==> src/design/slt_pkg.sv <==
// Shared types and constants for the label table.
package slt_pkg;

  localparam int CHAR_W   = 8;
  localparam int LEN_W    = 7;
  localparam int ADDR_W   = 16;
  localparam int STATUS_W = 3;

  typedef enum logic [STATUS_W-1:0] {
    ST_ADDED     = 3'd0,
    ST_FOUND     = 3'd1,
    ST_NOT_FOUND = 3'd2,
    ST_FULL      = 3'd3,
    ST_TOO_LONG  = 3'd4
  } status_t;

  localparam logic KIND_INSERT = 1'b0;
  localparam logic KIND_LOOKUP = 1'b1;

  // One finished name, handed from the front to the back.
  typedef struct packed {
    logic              kind;
    logic [LEN_W-1:0]  len;
    logic              overflow;
    logic [ADDR_W-1:0] addr;
    logic              bank;
  } cmd_t;

  typedef enum logic [2:0] {
    BK_IDLE,
    BK_COPY,
    BK_COPY_END,
    BK_META,
    BK_CHK,
    BK_CMP,
    BK_NEXT,
    BK_DONE
  } back_state_t;

endpackage

==> src/design/slt_queue.sv <==
// Two-entry command queue between the front and back ends.
module slt_queue import slt_pkg::*; (
  input  logic clk,
  input  logic rst,
  input  logic push,
  input  cmd_t push_cmd,
  input  logic pop,
  output logic pop_valid,
  output cmd_t pop_cmd
);

  cmd_t       slots [2];
  logic       wr_ptr;
  logic       rd_ptr;
  logic [1:0] fill;

  assign pop_valid = (fill != 2'd0);
  assign pop_cmd   = slots[rd_ptr];

  always_ff @(posedge clk) begin
    if (push) begin
      slots[wr_ptr] <= push_cmd;
    end
  end

  always_ff @(posedge clk) begin
    if (rst) begin
      wr_ptr <= 1'b0;
      rd_ptr <= 1'b0;
      fill   <= '0;
    end else begin
      if (push) begin
        wr_ptr <= ~wr_ptr;
      end
      if (pop) begin
        rd_ptr <= ~rd_ptr;
      end
      case ({push, pop})
        2'b10:   fill <= fill + 2'd1;
        2'b01:   fill <= fill - 2'd1;
        default: fill <= fill;
      endcase
    end
  end

endmodule

==> config.mk <==
export PLATFORM = sky130hd
export DESIGN_NAME = slt_queue
export DESIGN_NICKNAME = d
export VERILOG_FILES = /design/src/design/slt_pkg.sv /design/src/design/slt_queue.sv
export SDC_FILE = /design/constraint.sdc
export NUM_CORES = 1
export LEC_CHECK = 0
export ABC_CLOCK_PERIOD_IN_PS = 2900
export BUFFER_PORTS_ARGS = -buffer_cell sky130_fd_sc_hd__buf_2
export CORE_ASPECT_RATIO = 1.1
export CORE_MARGIN = 3
export CORE_UTILIZATION = 51
export DETAILED_ROUTE_END_ITERATION = 8
export PLACE_DENSITY = 0.74
export SETUP_SLACK_MARGIN = 0.05
export SYNTH_ARGS = -nofsm -noshare
export SYNTH_HDL_FRONTEND = slang
export SYNTH_SLANG_ARGS = --single-unit
==> constraint.sdc <==
create_clock -name clk -period 2.9 [get_ports clk]
set_clock_uncertainty 0.2 [all_clocks]
set_input_delay 0.725 -clock clk [delete_from_list [all_inputs] [get_ports clk]]
set_output_delay 0.725 -clock clk [all_outputs]
set_load 0.01 [all_outputs]
==> run metrics <==
# fillers 276; # nets final 201; Starting Density 0.549; xor and xnor fraction of the mapped netlist area 0.0169; crit-path cells buf_4, mux2_2, buf_2; Final Hold Fails 0; Pins Over Slew Limit 0; crit path capture type output port; crit start category flip-flop; Pwr Total 1.92 mW; Post-CTS Repair Setup Buffers 0; final worst slack 0.596 ns; largest cells by area after synthesis edfxtp_1 (75%), mux2_2 (14%), dfxtp_1 (4.8%); CTS tree built; DR vias/cell 4.81; Residual DRC 0; run status finished, final reports clean; cts hold-fix bufs 0; Place WS 0.881 ns; worst skew pair latency 0.32 ns; Mean Syn Cell Area 20.3 sq um; largest net degree at the start of global routing 27; final antenna-violating net count 0; area grow syn2layout 27.2%; clk slew on worst S/H paths 0.06 ns; initial antenna violation count 0; Die Ht 72.8 microns; vias 1082; fmax 0.434 GHz; Die ar. 0.00486 sq mm; FF-to-FF Start wr_ptr; Final Cycle Share 0.795; slowest library cell on the worst path mux2_2; root buf cell clkbuf_8; core area 0.00377 sq mm; largest family of logic cells by synthesized area multiplexers; iteration-0 DRC count of the detailed router 40; ratio of cells with drive above 1 in the final layout 0.566; sequential element share of the synthesized area 0.803; Post-CTS Resized 0; clock buffer count from CTS 9; reg2reg end slots[1][1]; first-pass GRT wire length 5350 microns; Endpoint, Worst Hold fill[1]; PD cells 731 mW/mm^2; Routed wire per std cell 15.3 microns; Placer Congestion 0.646; final-report setup violation count 0; number of global-route vias before repair 1166; Hold WC Path Type flip-flop to flip-flop; fin util 0.698; Simple-Gate Fraction of Synth Area 0.0181; Synth area leader edfxtp_1; IO buf count 56; Max Cap Viol 0; CP bufs+invs 2; RSZ-0062 raised after global routing no; Pleak 1.01 nW; FF-to-FF path depth 2; WP data required 1.98 ns; clk sink count 57; mux cell area share after synthesis 0.142; Synth cell types 14; Worst-Margin Slew 0.346 ns; Final Hold Slack 0.313 ns; row cnt 23; Max rail drop VDD 0.483 mV; largest fanout on the critical path 14; Adder-Cell Fraction of Synth Area 0.00605; Synth top area share 0.755; Max Buffers Root-to-Sink 2; commonest non-fill, non-tap cell in the layout buf_2; reg2reg setup slack 1.51 ns; cell count after synthesis 102; Syn. warnings 0; number of detailed-route iterations in the first pass 4; minimum clock period 2.30 ns; total track usage 0.161; Post-DP HPWL 2370 microns; die extent in x 66.7 microns; Max transition margin 0.769; multi-input logic area 390 sq um; hold path cells 2; CTS H-Tree Depth 3; Synthesized Nets 133; grt ovf 0; Seq cells post-synth 57; Post-Syn Area 0.00207 sq mm; most frequent cells in the layout buf_2 (56), edfxtp_1 (52), mux2_2 (26); register area 0.00166 sq mm; I/O pins 57; crit path DAT 1.38 ns; min-delay src fill[1]; Compound-Gate Fraction of Synth Area 0.00484; ant diodes 0; TNS Setup 0 ns; Crit Path Class flip-flop to output port; CP max stage delay 0.37 ns; Routed WL 3440 microns; CP delay by family, top multiplexers
stage by stage:
step | cell area, sq um | instances
detailed placement | 2430 | 209
global placement | 2430 | 209
global route | 2630 | 225
floorplan | 2070 | 102
CTS | 2630 | 225
finish | 2630 | 225
how the worst max path moves through the flow:
stage	start	end	slack, ns	cells after the start
finish	flip-flop	pop_cmd[8]	0.60	3
global route	flip-flop	pop_cmd[24]	0.52	3
CTS	flip-flop	pop_cmd[8]	0.56	3
detailed placement	push	fill[1]	0.88	5
global placement	flip-flop	pop_cmd[24]	0.95	3
floorplan	push	slots[0][0]	0.41	2
state kept, by name, summed over array words and instances (netlist names), named ones only:
| name | flops |
|---|---|
| wr_ptr | 1 |
| slots | 52 |
| rd_ptr | 1 |
| fill | 2 |
layout make-up:
class / count / share of cell area
clock buffer: 12 / 0.0514
clock inverter: 4 / 0.0257
inverter: 1 / 0.00143
multi-input combinational: 41 / 0.148
sequential: 57 / 0.631
tap: 50 / 0.0238
timing repair buffer: 60 / 0.118
Yosys cell counts:
master	instances
mux2_2	26
or3_1	1
xor2_1	1
nor2_1	5
a21oi_1	1
o21ai_0	1
xnor2_1	3
dfxtp_1	5
buf_2	3
ha_1	1
and2_1	1
edfxtp_1	52
or2_2	1
inv_1	1
per-layer routing:
metal	track usage	part of all wire	up-vias
li1	-	-	526
met1	0.159	0.37	511
met2	0.271	0.54	38
met3	0.0801	0.074	7
met4	0.0880	0.019	0
met5	0	0	-
worst min-delay path, delay by kind of cell, from the launching register on:
| family | cells | cell delay [ns] |
|---|---|---|
| DFF | 1 | 0.32 |
| AOI/OAI and AO/OA | 2 | 0.15 |
cell families (layout without fill, tap and decap cells):
family	count (synthesis)	after routing
multiplexers	26	26
flip-flops	57	57
adder cells (fa/ha/maj)	1	1
AO/OA/AOI/OAI	2	2
buffers and inverters	4	77
AND/OR/NAND/NOR	8	8
XOR/XNOR	4	4
where the power goes:
part | internal, mW | switching, mW
logic | 0.0995 | 0.104
registers | 0.956 | 0.0156
clock network | 0.479 | 0.269
Note: power is estimated with default switching activity, not from simulation.
