$ cat config.mk
export PLATFORM = sky130hd
export DESIGN_NAME = slt_front_flat
export DESIGN_NICKNAME = d
export VERILOG_FILES = /design/src/design/slt_pkg.sv /design/src/design/slt_if.sv /design/src/design/slt_front.sv /design/src/flat_wrapper.sv
export SDC_FILE = /design/constraint.sdc
export NUM_CORES = 1
export LEC_CHECK = 0
export ABC_AREA = 0
export ABC_CLOCK_PERIOD_IN_PS = 3800
export BUFFER_PORTS_ARGS = -buffer_cell sky130_fd_sc_hd__buf_2
export CORE_MARGIN = 2
export CORE_UTILIZATION = 42
export DETAILED_ROUTE_END_ITERATION = 10
export HOLD_SLACK_MARGIN = 0.1
export PLACE_DENSITY = 0.82
export RECOVER_POWER = 50
export SLEW_MARGIN = 20
export SYNTH_ARGS = -nofsm -noshare
export SYNTH_HDL_FRONTEND = slang
export SYNTH_SLANG_ARGS = --single-unit
$ cat constraint.sdc
create_clock -name clk -period 3.8 [get_ports clk]
set_input_delay 0.19 -clock clk [delete_from_list [all_inputs] [get_ports clk]]
set_output_delay 0.19 -clock clk [all_outputs]
set_load 0.005 [all_outputs]
$ cat src/design/slt_pkg.sv
// Shared types and constants for the label table.
package slt_pkg;

  localparam int CHAR_W   = 8;
  localparam int LEN_W    = 7;
  localparam int ADDR_W   = 16;
  localparam int STATUS_W = 3;

  typedef enum logic [STATUS_W-1:0] {
    ST_ADDED     = 3'd0,
    ST_FOUND     = 3'd1,
    ST_NOT_FOUND = 3'd2,
    ST_FULL      = 3'd3,
    ST_TOO_LONG  = 3'd4
  } status_t;

  localparam logic KIND_INSERT = 1'b0;
  localparam logic KIND_LOOKUP = 1'b1;

  // One finished name, handed from the front to the back.
  typedef struct packed {
    logic              kind;
    logic [LEN_W-1:0]  len;
    logic              overflow;
    logic [ADDR_W-1:0] addr;
    logic              bank;
  } cmd_t;

  typedef enum logic [2:0] {
    BK_IDLE,
    BK_COPY,
    BK_COPY_END,
    BK_META,
    BK_CHK,
    BK_CMP,
    BK_NEXT,
    BK_DONE
  } back_state_t;

endpackage

$ cat src/design/slt_if.sv
// Valid/ready channel interfaces for character beats and result beats.
interface slt_req_if import slt_pkg::*; ();
  logic              valid;
  logic              ready;
  logic              kind;
  logic [CHAR_W-1:0] char_code;
  logic              last_char;
  logic [ADDR_W-1:0] label_address;

  modport source (output valid, kind, char_code, last_char, label_address, input ready);
  modport sink   (input valid, kind, char_code, last_char, label_address, output ready);
endinterface


$ cat src/design/slt_front.sv
// Front end: collects name characters into a ping-pong buffer and issues commands.
module slt_front import slt_pkg::*; #(
  parameter int MAX_NAME_CHARS = 80,
  localparam int BAW = $clog2(2 * MAX_NAME_CHARS)
) (
  input  logic              clk,
  input  logic              rst,
  slt_req_if.sink           req,
  input  logic              bank_free,
  output logic              nb_we,
  output logic [BAW-1:0]    nb_waddr,
  output logic [CHAR_W-1:0] nb_wdata,
  output logic              push,
  output cmd_t              push_cmd
);

  logic [LEN_W-1:0] len;
  logic             ovf;
  logic             bank;
  logic [1:0]       pending;
  logic             accept;
  logic             room;
  logic [BAW-1:0]   bank_off;

  // Both banks busy means the back still needs them; hold off new characters.
  assign req.ready = (pending < 2'd2);
  assign accept    = req.valid && req.ready;
  assign room      = (len < LEN_W'(MAX_NAME_CHARS));
  assign bank_off  = bank ? BAW'(MAX_NAME_CHARS) : '0;

  assign nb_we    = accept && room;
  assign nb_waddr = BAW'(bank_off + BAW'(len));
  assign nb_wdata = req.char_code;

  assign push              = accept && req.last_char;
  assign push_cmd.kind     = req.kind;
  assign push_cmd.len      = room ? LEN_W'(len + LEN_W'(1)) : len;
  assign push_cmd.overflow = ovf || !room;
  assign push_cmd.addr     = req.label_address;
  assign push_cmd.bank     = bank;

  always_ff @(posedge clk) begin
    if (rst) begin
      len     <= '0;
      ovf     <= 1'b0;
      bank    <= 1'b0;
      pending <= '0;
    end else begin
      if (accept) begin
        if (req.last_char) begin
          len  <= '0;
          ovf  <= 1'b0;
          bank <= ~bank;
        end else if (room) begin
          len <= LEN_W'(len + LEN_W'(1));
        end else begin
          ovf <= 1'b1;
        end
      end
      case ({push, bank_free})
        2'b10:   pending <= pending + 2'd1;
        2'b01:   pending <= pending - 2'd1;
        default: pending <= pending;
      endcase
    end
  end

  a_pending_bound: assert property (@(posedge clk) disable iff (rst) pending <= 2'd2)
    else $error("front: more names pending than buffer banks");
  a_free_has_owner: assert property (@(posedge clk) disable iff (rst)
    bank_free |-> pending != 2'd0)
    else $error("front: bank released with no name pending");

endmodule

$ cat src/flat_wrapper.sv
// flat-port wrapper written by rule: the top's interface ports become plain ports
module slt_front_flat import slt_pkg::*;
#(
  parameter int MAX_NAME_CHARS = 80,
  localparam int BAW = $clog2(2 * MAX_NAME_CHARS)
)
  (clk, rst, bank_free, nb_we, nb_waddr, nb_wdata, push, push_cmd, req_valid, req_kind, req_char_code, req_last_char, req_label_address, req_ready);
  slt_req_if req_i ();
  input  logic clk;
  input  logic rst;
  input  logic bank_free;
  output logic nb_we;
  output logic [BAW-1:0] nb_waddr;
  output logic [CHAR_W-1:0] nb_wdata;
  output logic push;
  output cmd_t push_cmd;
  input wire logic [$bits(req_i.valid)-1:0] req_valid;
  input wire logic [$bits(req_i.kind)-1:0] req_kind;
  input wire logic [$bits(req_i.char_code)-1:0] req_char_code;
  input wire logic [$bits(req_i.last_char)-1:0] req_last_char;
  input wire logic [$bits(req_i.label_address)-1:0] req_label_address;
  output wire logic [$bits(req_i.ready)-1:0] req_ready;
  assign req_i.valid = req_valid;
  assign req_i.kind = req_kind;
  assign req_i.char_code = req_char_code;
  assign req_i.last_char = req_last_char;
  assign req_i.label_address = req_label_address;
  assign req_ready = req_i.ready;
  slt_front #(.MAX_NAME_CHARS(MAX_NAME_CHARS)) u_core (.clk(clk), .rst(rst), .req(req_i), .bank_free(bank_free), .nb_we(nb_we), .nb_waddr(nb_waddr), .nb_wdata(nb_wdata), .push(push), .push_cmd(push_cmd));
endmodule
==> impl_metrics.tcl <==
set metrics [dict create \
    area_growth_syn_to_layout_pct -6.09 \
    cp_cell_sequence "o21ai_0, nand2_1, xnor2_1, buf_2" \
    cp-start-kind "flip-flop" \
    critPathMaxFanout 9 \
    min_period_ns 1.78 \
    drv_slew 0 \
    synth_fp_nets 153 \
    rows 17 \
    cts_buffers 3 \
    fin_setup_tns_ns 0 \
    post_cts_resized 0 \
    dp_hpwl_microns 1410 \
    place_ws_ns 2.25 \
    critPathCaptureType "output pin" \
    die_w_microns 51.4 \
    antenna_cells 0 \
    drc 0 \
    ctsHoldBuffers 0 \
    drive_above_1_share_pct 24.8 \
    port_buffers 24 \
    initialDrtViolationCount 6 \
    utilization_pct 40.9 \
    cts_tree "done" \
    gp_congestion 0.775 \
    seqPwrFrac_pct 49.3 \
    pwr-share-clk_pct 30.4 \
    pin_count 75 \
    floorplan.initialDensity_pct 43.5 \
    hold_viol 0 \
    fin_crit_sh_pct 46.8 \
    die_h_microns 51.4 \
    use_met3_pct 4.39 \
    power_density_mw_per_mm2 299 \
    clk_pin_slew_ns 0.07 \
    synth_edf_count 0 \
    p_sw_share_pct 28.9 \
    clock_skew_ns 0.00126 \
    htreeDepth 1 \
    ys_seq_area_share_pct 23.3 \
    required_ns 3.61 \
    max-slew-margin-rel_pct 59.4 \
    synth_top_area_share_pct 23.8 \
    crit_slowest_cell "o21ai_0" \
    antenna_found_initial 0 \
    critPathKind "reg -> out" \
    finalWorstSetupSlack_ns 2.02 \
    max-vdd-ir-drop_v 0.000192 \
    grt_util_met2_pct 23.7 \
    antenna_left 0 \
    detail_route.wl_per_cell_microns 12.8 \
    cts-root-buf "clkbuf_4" \
    cts_sinks 11 \
    vias 769 \
    grt_usage_pct 14.3 \
    grt_pass1_vias 699 \
    drt-total-wl_microns 1810 \
    hp-class "in -> reg" \
    synth_area_leaders "buf_4 (24%), dfxtp_1 (23%), ha_1 (6.6%)" \
    core_sq_mm 0.00217 \
    rsz0062_at_grt "no" \
    switchingPower_mw 0.0767 \
    drv_cap 0 \
    max_freq_mhz 562 \
    p_int_mw 0.189 \
    cp.arrival_ns 1.59 \
    netlist_area_sq_um 945 \
    routed_via_density 5.45 \
    worst_pin_slew_ns 0.603 \
    ys_types 34 \
    grt_max_degree 15 \
    first_pass_iters 4 \
    avgSynthCellArea_sq_um 8.01 \
    grt_overflow_total 0 \
    setup_viol 0 \
    status "complete, no violations" \
    cpPeakStageDelay_ns 0.52 \
    die_area_sq_mm 0.00264 \
    postSynthCellCount 118 \
    ys_seq_elements 11 \
    ctsLongestPathBuffers 2 \
    combPwrFrac_pct 20.3 \
    yosysWarnings 0 \
    synth_top_area_cell "buf_4" \
    synth-main-ff-cell "dfxtp_1" \
    grtUsageMet1_pct 15.2 \
    cts_setup_buffers 0 \
    busiest_layer "met2" \
    insertion_delay_ns 0.27 \
    num-nets-final 149 \
    grt_first_pass_wirelength_microns 2870 \
    ys_async_sr_fraction_pct 0 \
    leakage_nw 0.413 \
    hold_slack_ns 0.247 \
]
==> power by group through the flow <==
stage / logic (mW) / clock network [mW] / registers [mW]
floorplan: 0.0601 / 0 / 0.131
global placement: 0.0537 / 0 / 0.133
detailed placement: 0.0547 / 0 / 0.134
CTS: 0.0554 / 0.0847 / 0.131
global route: 0.0614 / 0.0871 / 0.132
finish: 0.0540 / 0.0807 / 0.131
==> registers in the layout, indices dropped and copies added, names as in the netlist <==
signal and flops:
u_core.bank 1, u_core.pending 2, u_core.ovf 1, u_core.len 7
==> cell families (layout without fill, tap and decap cells) <==
kind of cell,Yosys count,in the layout,share of synthesized area [%]
flip-flops,11,11,23.3
buffers and inverters,39,34,27.5
AO/OA/AOI/OAI,21,21,15.1
XOR/XNOR,8,8,7.42
AND/OR/NAND/NOR,34,34,20.0
adder cells (fa/ha/maj),5,5,6.62
==> final cells by class <==
type                    instances  area [sq um]
inverters                       6          22.5
flip-flops and latches         11           220
well taps                      28          35.0
multi-input cells              68           464
fillers                       244          1280
clock buffers                   4          26.3
repair buffers                 24           119
==> metal layers <==
metal / vias to the layer above / wire length, microns
met5: - / 0
met4: 0 / 61
met3: 12 / 196
met2: 44 / 827
met1: 343 / 721
li1: 370 / -
==> worst paths after layout <==
check | depth (start not counted) | end | start | slack, ns
setup reg to reg | 4 | u_core.pending[1] | u_core.pending[1] | 2.25
hold / removal | 2 | u_core.pending[1] | rst | 0.25
hold reg to reg | 2 | u_core.ovf | u_core.ovf | 0.52
setup / recovery | 4 | push_cmd[20] | u_core.len[5] | 2.02
==> cells in the final DEF (no fill, tap or decap), types with 3 or more instances in the layout <==
cell / n
ha_1: 5
xnor2_1: 4
inv_1: 6
o21ai_0: 3
nand2b_1: 4
nor2_1: 6
a21oi_1: 5
clkbuf_4: 3
xor2_1: 4
nand3_1: 4
nand2_1: 6
dfxtp_1: 11
buf_2: 23
or3_1: 3
==> stage by stage <==
step	power, mW	std cells	area [sq um]
floorplan	0.191	118	945
global placement	0.187	137	862
detailed placement	0.188	137	862
CTS	0.271	141	888
global route	0.281	141	887
finish	0.266	141	887
==> synth_stat cells, types with 2 or more instances <==
| cell | instances |
|---|---|
| buf_4 | 30 |
| a21oi_1 | 5 |
| xor2_1 | 4 |
| or3_1 | 3 |
| nand3_1 | 4 |
| dfxtp_1 | 11 |
| nand2b_1 | 4 |
| a31oi_1 | 2 |
| inv_1 | 6 |
| ha_1 | 5 |
| nand3b_1 | 2 |
| o311ai_0 | 2 |
| nor2_1 | 6 |
| o21ai_0 | 3 |
| xnor2_1 | 4 |
| or4b_1 | 2 |
| nor3_1 | 2 |
| clkbuf_1 | 2 |
| nand2_1 | 6 |
==> worst max-delay path: cells and delay by family, from the launching register on <==
kind            cells  cell delay, ns
compound gates      1            0.52
flops               1            0.39
simple gates        1            0.14
xor+xnor            1            0.14
buf+inv             1            0.13
Power figures use the tool's default switching activity.
