File: src/design/slt_ram.sv
// Generic single-write, single-read RAM with registered read data.
module slt_ram #(
  parameter int WIDTH = 8,
  parameter int DEPTH = 64,
  localparam int AW = (DEPTH > 1) ? $clog2(DEPTH) : 1
) (
  input  logic             clk,
  input  logic             we,
  input  logic [AW-1:0]    waddr,
  input  logic [WIDTH-1:0] wdata,
  input  logic [AW-1:0]    raddr,
  output logic [WIDTH-1:0] rdata
);

  logic [WIDTH-1:0] mem [DEPTH];

  always_ff @(posedge clk) begin
    if (we) begin
      mem[waddr] <= wdata;
    end
    rdata <= mem[raddr];
  end

endmodule

File: config.mk
export PLATFORM = sky130hd
export DESIGN_NAME = slt_ram
export DESIGN_NICKNAME = d
export VERILOG_FILES = /design/src/design/slt_ram.sv
export SDC_FILE = /design/constraint.sdc
export NUM_CORES = 1
export LEC_CHECK = 0
export BUFFER_PORTS_ARGS = -buffer_cell sky130_fd_sc_hd__buf_2
export CORE_UTILIZATION = 30
export DETAILED_ROUTE_END_ITERATION = 8
export HOLD_SLACK_MARGIN = 0.15
export PLACE_DENSITY = 0.4
export SLEW_MARGIN = 20
export SYNTH_ARGS = -nofsm -noshare
export SYNTH_HDL_FRONTEND = slang
export SYNTH_SLANG_ARGS = --single-unit
File: constraint.sdc
create_clock -name clk -period 4.05 [get_ports clk]
set_clock_uncertainty 0.1 [all_clocks]
set_input_delay 0 -clock clk [delete_from_list [all_inputs] [get_ports clk]]
set_output_delay 0 -clock clk [all_outputs]
set_load 0.02 [all_outputs]
==> results.py, run 1 <==
metrics = {
    "placed_design": {
        "place_hpwl_um": 33900,
        "io_buffers": 29,
        "placed_cell_area_sq_um": 21400,
        "place_congestion": 0.758,
    },
    "global_route": {
        "overflow": 0,
        "antenna_found_initial": 1,
        "first_global_vias": 10000,
        "track_usage_pct": 16.2,
        "grt_first_pass_wirelength_um": 77300,
        "grt_max_degree": 65,
    },
    "drt": {
        "detail_route.wl_per_cell_um": 27.8,
        "dr.pass1.iters": 9,
        "ant_nets": 0,
        "via_per_inst": 4.93,
        "drtIter0Drc": 785,
        "drcViolationCount": 0,
        "drt_wl_total_um": 54100,
        "vias": 9605,
    },
    "floorplanning": {
        "core-area_sq_um": 66100,
        "placementRows": 94,
        "die_h_um": 261,
        "dieWidth_um": 261,
        "ios": 30,
        "start_util_pct": 30.5,
        "dieArea_sq_um": 68300,
    },
    "synth": {
        "yosysWarnings": 0,
        "yosys.area_share.xor_xnor_pct": 0,
        "syn-cell-area_sq_um": 20200,
        "muxShareOfSynthArea_pct": 15.9,
        "synth_edf_count": 512,
        "synth_cells": 940,
        "synthMostInstantiatedCell": "edfxtp_1",
        "yosysSeqAreaShare_pct": 77.0,
        "synth_top_family_by_area": "multiplexers",
        "yosys.area.top_type_share_pct": 76.2,
        "synth_fa_ha_area_share_pct": 0,
        "avgSynthCellArea_sq_um": 21.5,
        "synth_compound_area_share_pct": 2.07,
        "synthArstFlopShare_pct": 0,
        "yosys.area.top_type": "edfxtp_1",
        "yosys.cell_types.count": 40,
        "ys_ff_latch": 520,
        "syn_nets": 962,
        "synth_common_cells": "512 x edfxtp_1, 126 x mux4_2, 83 x nor2_1, 23 x mux2i_1, 19 x nand2_1",
        "synth_area_leaders": "edfxtp_1 76%, mux4_2 14%, nor2_1 1.5%",
        "ys.flop_type": "edfxtp_1",
        "synthSimpleGateAreaFrac_pct": 3.39,
    },
    "cells_and_area": {
        "fillers": 6151,
        "area_growth_pct": 16.2,
        "fin_area_sq_um": 23400,
        "final_nets": 1058,
        "drive_above_1_share_pct": 26.8,
        "final_util_pct": 35.4,
    },
    "run": {
        "maxCapViolCount": 0,
    },
    "setup_path": {
        "path_max_fanout": 29,
        "worstPathRequired_ps": 4450,
        "cp-start-kind": "primary input",
        "crit_type": "in2reg",
        "worstPathArrival_ps": 3680,
        "cp-end-kind": "register",
    },
    "pwr": {
        "ir_worst_vdd_v": 0.000316,
        "p_per_area_nw_per_um2": 497,
        "leakage_nw": 7.23,
    },
    "clocking": {
        "numCtsBuffers": 58,
        "cts_tree": "yes",
        "cts.clk_slew.worst_paths_ps": 60,
        "root_buffer": "clkbuf_16",
        "clock-sinks": 520,
        "clockBufferDepth": 3,
        "cts_resized": 0,
        "insertion_delay_ps": 620,
        "htree_levels": 2,
    },
    "sta": {
        "max_freq_ghz": 0.305,
        "worstMarginPinSlew_ps": 1200,
        "hold_violations": 0,
        "period_share_pct": 80.9,
        "relSlewSlack_pct": 17.8,
        "maxSlewViolCount": 0,
        "grt_setup_unrepaired": "false",
        "fin_tns_setup_ps": 0,
        "whs_ps": 168,
        "period_needed_ps": 3280,
        "setup_viol": 0,
    },
    "outcome": {
        "status": "completed",
    },
    "min_path": {
        "hp-class": "in2reg",
    },
}
==> sequential cells by signal, indices dropped and copies added (netlist names) <==
register	flops
mem	512
rdata	8
==> cell families after synthesis <==
| family | count (synthesis) |
|---|---|
| compound gates | 54 |
| buf+inv | 51 |
| mux | 162 |
| simple gates | 153 |
| flops | 520 |
==> path summary, 6_finish.rpt <==
check / start / to / slack [ps] / cells after the start
worst max register to register: mem[63][0] / rdata[0] / 1310 / 7
worst min register to register: mem[30][6] / rdata[6] / 750 / 3
worst max-delay path: raddr[3] / rdata[0] / 770 / 10
worst min-delay path: raddr[2] / rdata[5] / 170 / 4
==> layout make-up <==
cell class / instances / area [sq um] / area share (%)
flip-flops and latches: 520 / 15500 / 66.3
clock buffers: 71 / 1520 / 6.49
multi-input cells: 369 / 4340 / 18.5
well taps: 864 / 1080 / 4.61
diodes: 3 / 7.51 / 0.0320
clock inverters: 34 / 275 / 1.17
repair buffers: 87 / 674 / 2.88
==> cell usage in the layout (no fill, tap or decap), types with 4 or more instances in the layout <==
cell,n
a211oi_1,4
a221oi_1,6
buf_2,26
buf_4,36
bufinv_16,4
clkbuf_1,12
clkbuf_16,59
clkinv_1,15
clkinv_2,11
dfxtp_1,8
dlygate4sd3_1,22
edfxtp_1,512
mux2_2,13
mux2i_1,23
mux4_2,126
nand2_1,19
nand2b_1,7
nand3_1,13
nor2_1,79
nor2_2,4
nor2b_1,14
nor3_1,5
o221ai_1,8
o22ai_1,8
==> report_power, final <==
part,total (mW),switching [mW],internal (mW)
clock,5.05,2.14,2.91
combinational,0.614,0.388,0.226
sequential,5.98,0.0212,5.96
total,11.6,2.55,9.09
==> timing repair <==
item | CTS | global route
hold endpoints to repair | 457 | 0
hold buffers | 22 | 0
buffers inserted | 0 | 0
==> critical path: stages <==
cell           delay (ps)
dlygate4sd3_1         520
buf_2                 740
buf_4                 340
mux4_2                340
mux2i_1               160
o2111ai_1             230
nand2_1               130
dlygate4sd3_1         550
o2bb2ai_1              60
dlygate4sd3_1         560
==> layer usage <==
metal  GRT usage (%)  routed length (um)  vias to the layer above
li1                -                   -                     4120
met1            23.4               25700                     5216
met2            25.7               25600                      193
met3            2.42                1920                       76
met4            3.68                 954                        0
met5               0                   0                        -
==> per-stage QoR <==
| stage | power [mW] | std cells | worst slack (ps) |
|---|---|---|---|
| after detailed placement | 6.71 | 1818 | 952 |
| final | 11.6 | 1948 | 775 |
| after global routing | 12.0 | 1946 | 730 |
| after floorplan | 6.41 | 940 | 2260 |
| after global placement | 6.71 | 1818 | 985 |
| after CTS | 11.8 | 1945 | 752 |
No activity file was read; power rests on OpenSTA's default activity.
==> inputs of run 2 (changes only) <==
clock period = 3.38 ns   (was 4.05 ns; I/O delays follow)
==> run 2 against run 1 <==
  * The run now ends with design-rule violations left
  * Worst setup slack lost 470 ps
  * Design area rose by 1.8%
  * Sequential share of layout area fell by 1.2 points
  * Clock power is 19% higher
  * Global-route usage rose by 0.24 points
  * Final cell count rose by 2.8%
  * Clock-buffer cell count rose by 6
  * Wire length grew 1.4%
  * Die area is the same
  * Register-to-register slack worse by 640 ps
  * Sequential power grew 20%
==> results.py, run 2 (synthesized netlist as in run 1, its figures left out) <==
metrics = {
    "drt": {
        "ant_nets": 0,
        "drtIter0Drc": 923,
        "via_per_inst": 4.93,
        "drcViolationCount": 5,
        "detail_route.wl_per_cell_um": 27.4,
        "vias": 9868,
        "dr.pass1.iters": 7,
        "drt_wl_total_um": 54800,
    },
    "pwr": {
        "ir_worst_vdd_v": 0.000289,
        "seqPwrFrac_pct": 51.4,
        "p_sw_mw": 2.98,
        "p_per_area_nw_per_um2": 583,
        "switching_share_pct": 21.4,
        "p_comb_share_pct": 5.4,
        "leakage_nw": 7.52,
        "clkPwrFrac_pct": 43.2,
        "p_int_mw": 10.9,
        "power_mw": 13.9,
    },
    "sta": {
        "max_freq_ghz": 0.325,
        "whs_ps": 278,
        "maxSlewViolCount": 0,
        "hold_violations": 0,
        "worstMarginPinSlew_ps": 1060,
        "relSlewSlack_pct": 29.0,
        "fin_tns_setup_ps": 0,
        "setup_ws_ps": 304,
        "period_needed_ps": 3080,
        "period_share_pct": 91.0,
        "setup_viol": 0,
        "grt_setup_unrepaired": "false",
    },
    "floorplanning": {
        "core-area_sq_um": 66100,
        "start_util_pct": 30.5,
        "dieArea_sq_um": 68300,
        "placementRows": 94,
        "ios": 30,
        "die_h_um": 261,
        "dieWidth_um": 261,
    },
    "setup_path": {
        "path_max_fanout": 21,
        "cpPeakStageDelay_ps": 600,
        "path_delay_family": "buffers and inverters",
        "slowest_stage": "buf_2",
        "cp-start-kind": "primary input",
        "worstPathRequired_ps": 3760,
        "path_cells": "dlygate4sd3_1 > buf_2 > buf_4 > mux4_2 > mux2i_1 > o2111ai_1 > nand2_1 > dlygate4sd3_1 > o2bb2ai_1 > dlygate4sd3_1",
        "ff2ff_setup_slack_ps": 670,
        "worst-path-buf-inv": 5,
        "crit_top_cell": "dlygate4sd3_1",
        "cp-end-kind": "register",
        "cp.depth": 10,
        "worstPathArrival_ps": 3460,
        "crit_type": "in2reg",
        "worst-r2r-cell-count": 7,
    },
    "cells_and_area": {
        "fin_cells": 2002,
        "final_util_pct": 36.1,
        "largest_reg_flops": 512,
        "final_nets": 1115,
        "diodes": 0,
        "fillers": 6152,
        "area_growth_pct": 18.3,
        "final_common_cell": "edfxtp_1",
        "most-common-layout-cells": "512 x edfxtp_1, 126 x mux4_2, 91 x buf_4",
        "largest-register": "mem",
        "drive_above_1_share_pct": 29.6,
        "top_regs": "mem x512, rdata x8",
        "fin_area_sq_um": 23900,
    },
    "global_route": {
        "track_usage_pct": 16.4,
        "grt_max_degree": 54,
        "grt_first_pass_wirelength_um": 78300,
        "antenna_found_initial": 0,
        "first_global_vias": 10400,
        "overflow": 0,
    },
    "clocking": {
        "root_buffer": "clkbuf_16",
        "htree_levels": 2,
        "clockBufferDepth": 3,
        "post_cts.repair.setup_buffers": 0,
        "cts_resized": 0,
        "insertion_delay_ps": 600,
        "clock-sinks": 520,
        "cts.clk_slew.worst_paths_ps": 60,
        "numCtsBuffers": 57,
        "cts_tree": "yes",
        "postCtsHoldBufs": 25,
    },
    "placed_design": {
        "place_congestion": 0.779,
        "placed_cell_area_sq_um": 21800,
        "place_hpwl_um": 35100,
        "dp_cells": 1873,
        "preCtsSetupSlack_ps": 734,
        "io_buffers": 29,
    },
    "outcome": {
        "violations": "design-rule violations",
        "status": "finished, violations left",
    },
    "run": {
        "maxCapViolCount": 0,
    },
    "min_path": {
        "hold_depth": 4,
        "hp-class": "in2reg",
    },
}
-- run 2: cell count changes in the layout (fill, tap and decap cells not counted), moves of 3 or more --
cell / change
nor2_2: -4
clkbuf_1: +4
nor2_1: +4
dlygate4sd3_1: +3
clkinv_1: -3
buf_4: +55
clkinv_2: -3
diode_2: -3
-- run 2: worst min-delay path, stage by stage --
cell and delay, ps:
buf_4 260, mux4_2 340, nor2_1 90, o32ai_1 230
-- run 2: power groups by stage --
stage	logic (mW)	registers (mW)	clock network, mW
2_1_floorplan	0.380	7.30	0
5_1_grt	0.804	7.16	6.39
4_1_cts	0.771	7.16	6.19
3_3_place_gp	0.744	7.29	0
3_5_place_dp	0.746	7.29	0
6_report	0.745	7.16	6.01
-- run 2: cell type report --
| class | count | area [sq um] | share of cell area, % |
|---|---|---|---|
| clock buffers | 77 | 1560 | 6.56 |
| clock inverters | 27 | 229 | 0.960 |
| multi-input cells | 369 | 4320 | 18.1 |
| flip-flops and latches | 520 | 15500 | 65.1 |
| well taps | 864 | 1080 | 4.53 |
| repair buffers | 145 | 1130 | 4.75 |
-- run 2: path summary, 6_finish.rpt --
check	from	end
max	raddr[3]	rdata[0]
min	raddr[2]	rdata[4]
max reg2reg	mem[50][0]	rdata[0]
min reg2reg	mem[30][6]	rdata[6]
-- run 2: metal layers --
layer / vias to the layer above / share of wire, % / global-route usage (%)
met3: 67 / 3.4 / 2.49
met5: - / 0 / 0
met1: 5365 / 48 / 23.6
met2: 193 / 47 / 25.9
met4: 0 / 2.3 / 4.57
li1: 4243 / - / -
==> inputs of run 3 (changes only) <==
clock period = 4 ns   (was 3.38 ns; I/O delays follow)
==> run 3 against run 2 <==
  * The flow still finishes with violations (design-rule violations)
  * Register-to-register slack better by 510 ps
  * Worst setup slack gained 290 ps
  * Die area stayed put
  * Power down 16%
  * Sequential share of layout area increased by 1.4 points
  * Clock power fell by 17%
  * Design area shrank 2.2%
  * Combinational power is 18% lower
  * Clock-buffer cell count is 7 lower
  * Critical endpoint is now rdata[1]
  * Largest cell class unchanged
==> results.py, run 3 (synthesized netlist as in run 1, its figures left out) <==
metrics = {
    "sta": {
        "max_freq_ghz": 0.294,
        "period_share_pct": 85.1,
        "worstMarginPinSlew_ps": 1050,
        "maxSlewViolCount": 0,
        "hold_violations": 0,
        "grt_setup_unrepaired": "false",
        "setup_viol": 0,
        "setup_ws_ps": 598,
        "fin_tns_setup_ps": 0,
        "period_needed_ps": 3400,
        "relSlewSlack_pct": 29.6,
    },
    "setup_path": {
        "cp-start-kind": "primary input",
        "worstPathRequired_ps": 4410,
        "cp-end-kind": "register",
        "critPathLaunch": "raddr[2]",
        "cpPeakStageDelay_ps": 700,
        "worstPathArrival_ps": 3810,
        "worst-r2r-cell-count": 5,
        "r2r_start": "mem[46][1]",
        "path_cells": "dlygate4sd3_1 > buf_4 > buf_4 > mux4_2 > mux2_2 > a221oi_1 > o2bb2ai_1 > dlygate4sd3_1",
        "crit_type": "in2reg",
        "r2r_end": "rdata[1]",
        "slowest_stage": "a221oi_1",
        "ff2ff_setup_slack_ps": 1180,
        "path_max_fanout": 38,
    },
    "global_route": {
        "first_global_vias": 10000,
        "antenna_found_initial": 3,
        "grt_max_degree": 65,
        "grt_first_pass_wirelength_um": 75700,
        "overflow": 0,
        "track_usage_pct": 15.8,
    },
    "pwr": {
        "switching_share_pct": 21.9,
        "p_per_area_nw_per_um2": 499,
        "p_int_mw": 9.10,
        "ir_worst_vdd_v": 0.000290,
        "clkPwrFrac_pct": 42.8,
        "seqPwrFrac_pct": 52.0,
        "leakage_nw": 7.17,
        "p_comb_share_pct": 5.2,
        "p_sw_mw": 2.55,
    },
    "run": {
        "maxCapViolCount": 0,
    },
    "placed_design": {
        "place_congestion": 0.748,
        "place_hpwl_um": 32200,
        "dp_cells": 1808,
        "io_buffers": 29,
        "preCtsSetupSlack_ps": 909,
    },
    "floorplanning": {
        "start_util_pct": 30.5,
        "core-area_sq_um": 66100,
        "ios": 30,
        "dieWidth_um": 261,
        "dieArea_sq_um": 68300,
        "placementRows": 94,
        "die_h_um": 261,
    },
    "cells_and_area": {
        "area_growth_pct": 15.7,
        "most-common-layout-cells": "512 x edfxtp_1, 126 x mux4_2, 78 x nor2_1",
        "drive_above_1_share_pct": 25.7,
        "largest-register": "mem",
        "final_common_cell": "edfxtp_1",
        "fin_cells": 1937,
        "top_regs": "mem x512, rdata x8",
        "final_nets": 1050,
        "largest_reg_flops": 512,
    },
    "clocking": {
        "cts_tree": "yes",
        "clock-sinks": 520,
        "clockBufferDepth": 3,
        "root_buffer": "clkbuf_16",
        "numCtsBuffers": 58,
        "insertion_delay_ps": 620,
        "htree_levels": 2,
        "cts.clk_slew.worst_paths_ps": 60,
        "cts_resized": 0,
    },
    "outcome": {
        "status": "finished, violations left",
        "violations": "design-rule violations",
    },
    "min_path": {
        "holdCritStartpoint": "wdata[1]",
        "whs_endpoint": "mem[24][1]",
        "hold_depth": 2,
        "hp-class": "in2reg",
    },
    "drt": {
        "dr.pass1.iters": 9,
        "via_per_inst": 4.94,
        "ant_nets": 0,
        "drcViolationCount": 4,
        "drt_wl_total_um": 52900,
        "drtIter0Drc": 643,
        "vias": 9562,
        "detail_route.wl_per_cell_um": 27.3,
    },
}
-- run 3: cell types whose count changed in the layout (fill, tap and decap cells not counted), moves of 4 or more --
| cell | before | now |
|---|---|---|
| clkinv_1 | 12 | 19 |
| buf_4 | 91 | 25 |
| nor2_2 | 0 | 5 |
| nor2_1 | 83 | 78 |
| clkbuf_1 | 16 | 12 |
-- run 3: how the worst max path moves through the flow --
stage,end,slack (ps),cells after the start
floorplan,rdata[4],2210,5
global placement,rdata[2],860,6
detailed placement,rdata[2],910,6
CTS,rdata[1],550,8
global route,rdata[1],440,8
finish,rdata[1],600,8
-- run 3: area by class of cell --
type / count / area, sq um
antenna: 1 / 2.50
tap: 864 / 1080
clock inverter: 34 / 255
sequential: 520 / 15500
multi-input combinational: 369 / 4340
clock buffer: 70 / 1500
timing repair buffer: 79 / 632
fill: 6161 / 42800
-- run 3: worst max-delay path, delay by kind of cell --
family          cells  cell delay (ps)
mux                 2              720
compound gates      2              860
buf+inv             4             2170
-- run 3: timing repair --
item	in CTS	in global routing
buffers inserted	0	0
hold endpoints to repair	553	0
setup endpoints to repair	0	0
hold buffers	24	0
-- run 3: metrics by stage --
stage / hold slack, ps / util, % / instance area (sq um) / power, mW
floorplan: -1.13 / - / 20200 / 6.49
global placement: 296 / 32.3 / 21300 / 6.78
detailed placement: 292 / 32.3 / 21300 / 6.78
CTS: 178 / 35.3 / 23300 / 11.8
global route: 203 / 35.3 / 23300 / 12.0
finish: 192 / 35.3 / 23300 / 11.6
-- run 3: metal layers --
metal	share of wire, %	global-route usage (%)	routed length, um	up-vias
met3	4.6	3.15	2460	79
met1	47	22.5	24800	5153
li1	-	-	-	4121
met4	2.1	4.18	1100	2
met2	46	24.8	24500	207
met5	0.015	0	8	-
-- run 3: power by group through the flow --
stage	Clock [mW]	Combinational, mW	Sequential, mW
global placement	0	0.608	6.17
global route	5.29	0.656	6.06
finish	4.98	0.610	6.06
floorplan	0	0.321	6.17
CTS	5.12	0.628	6.05
detailed placement	0	0.609	6.17
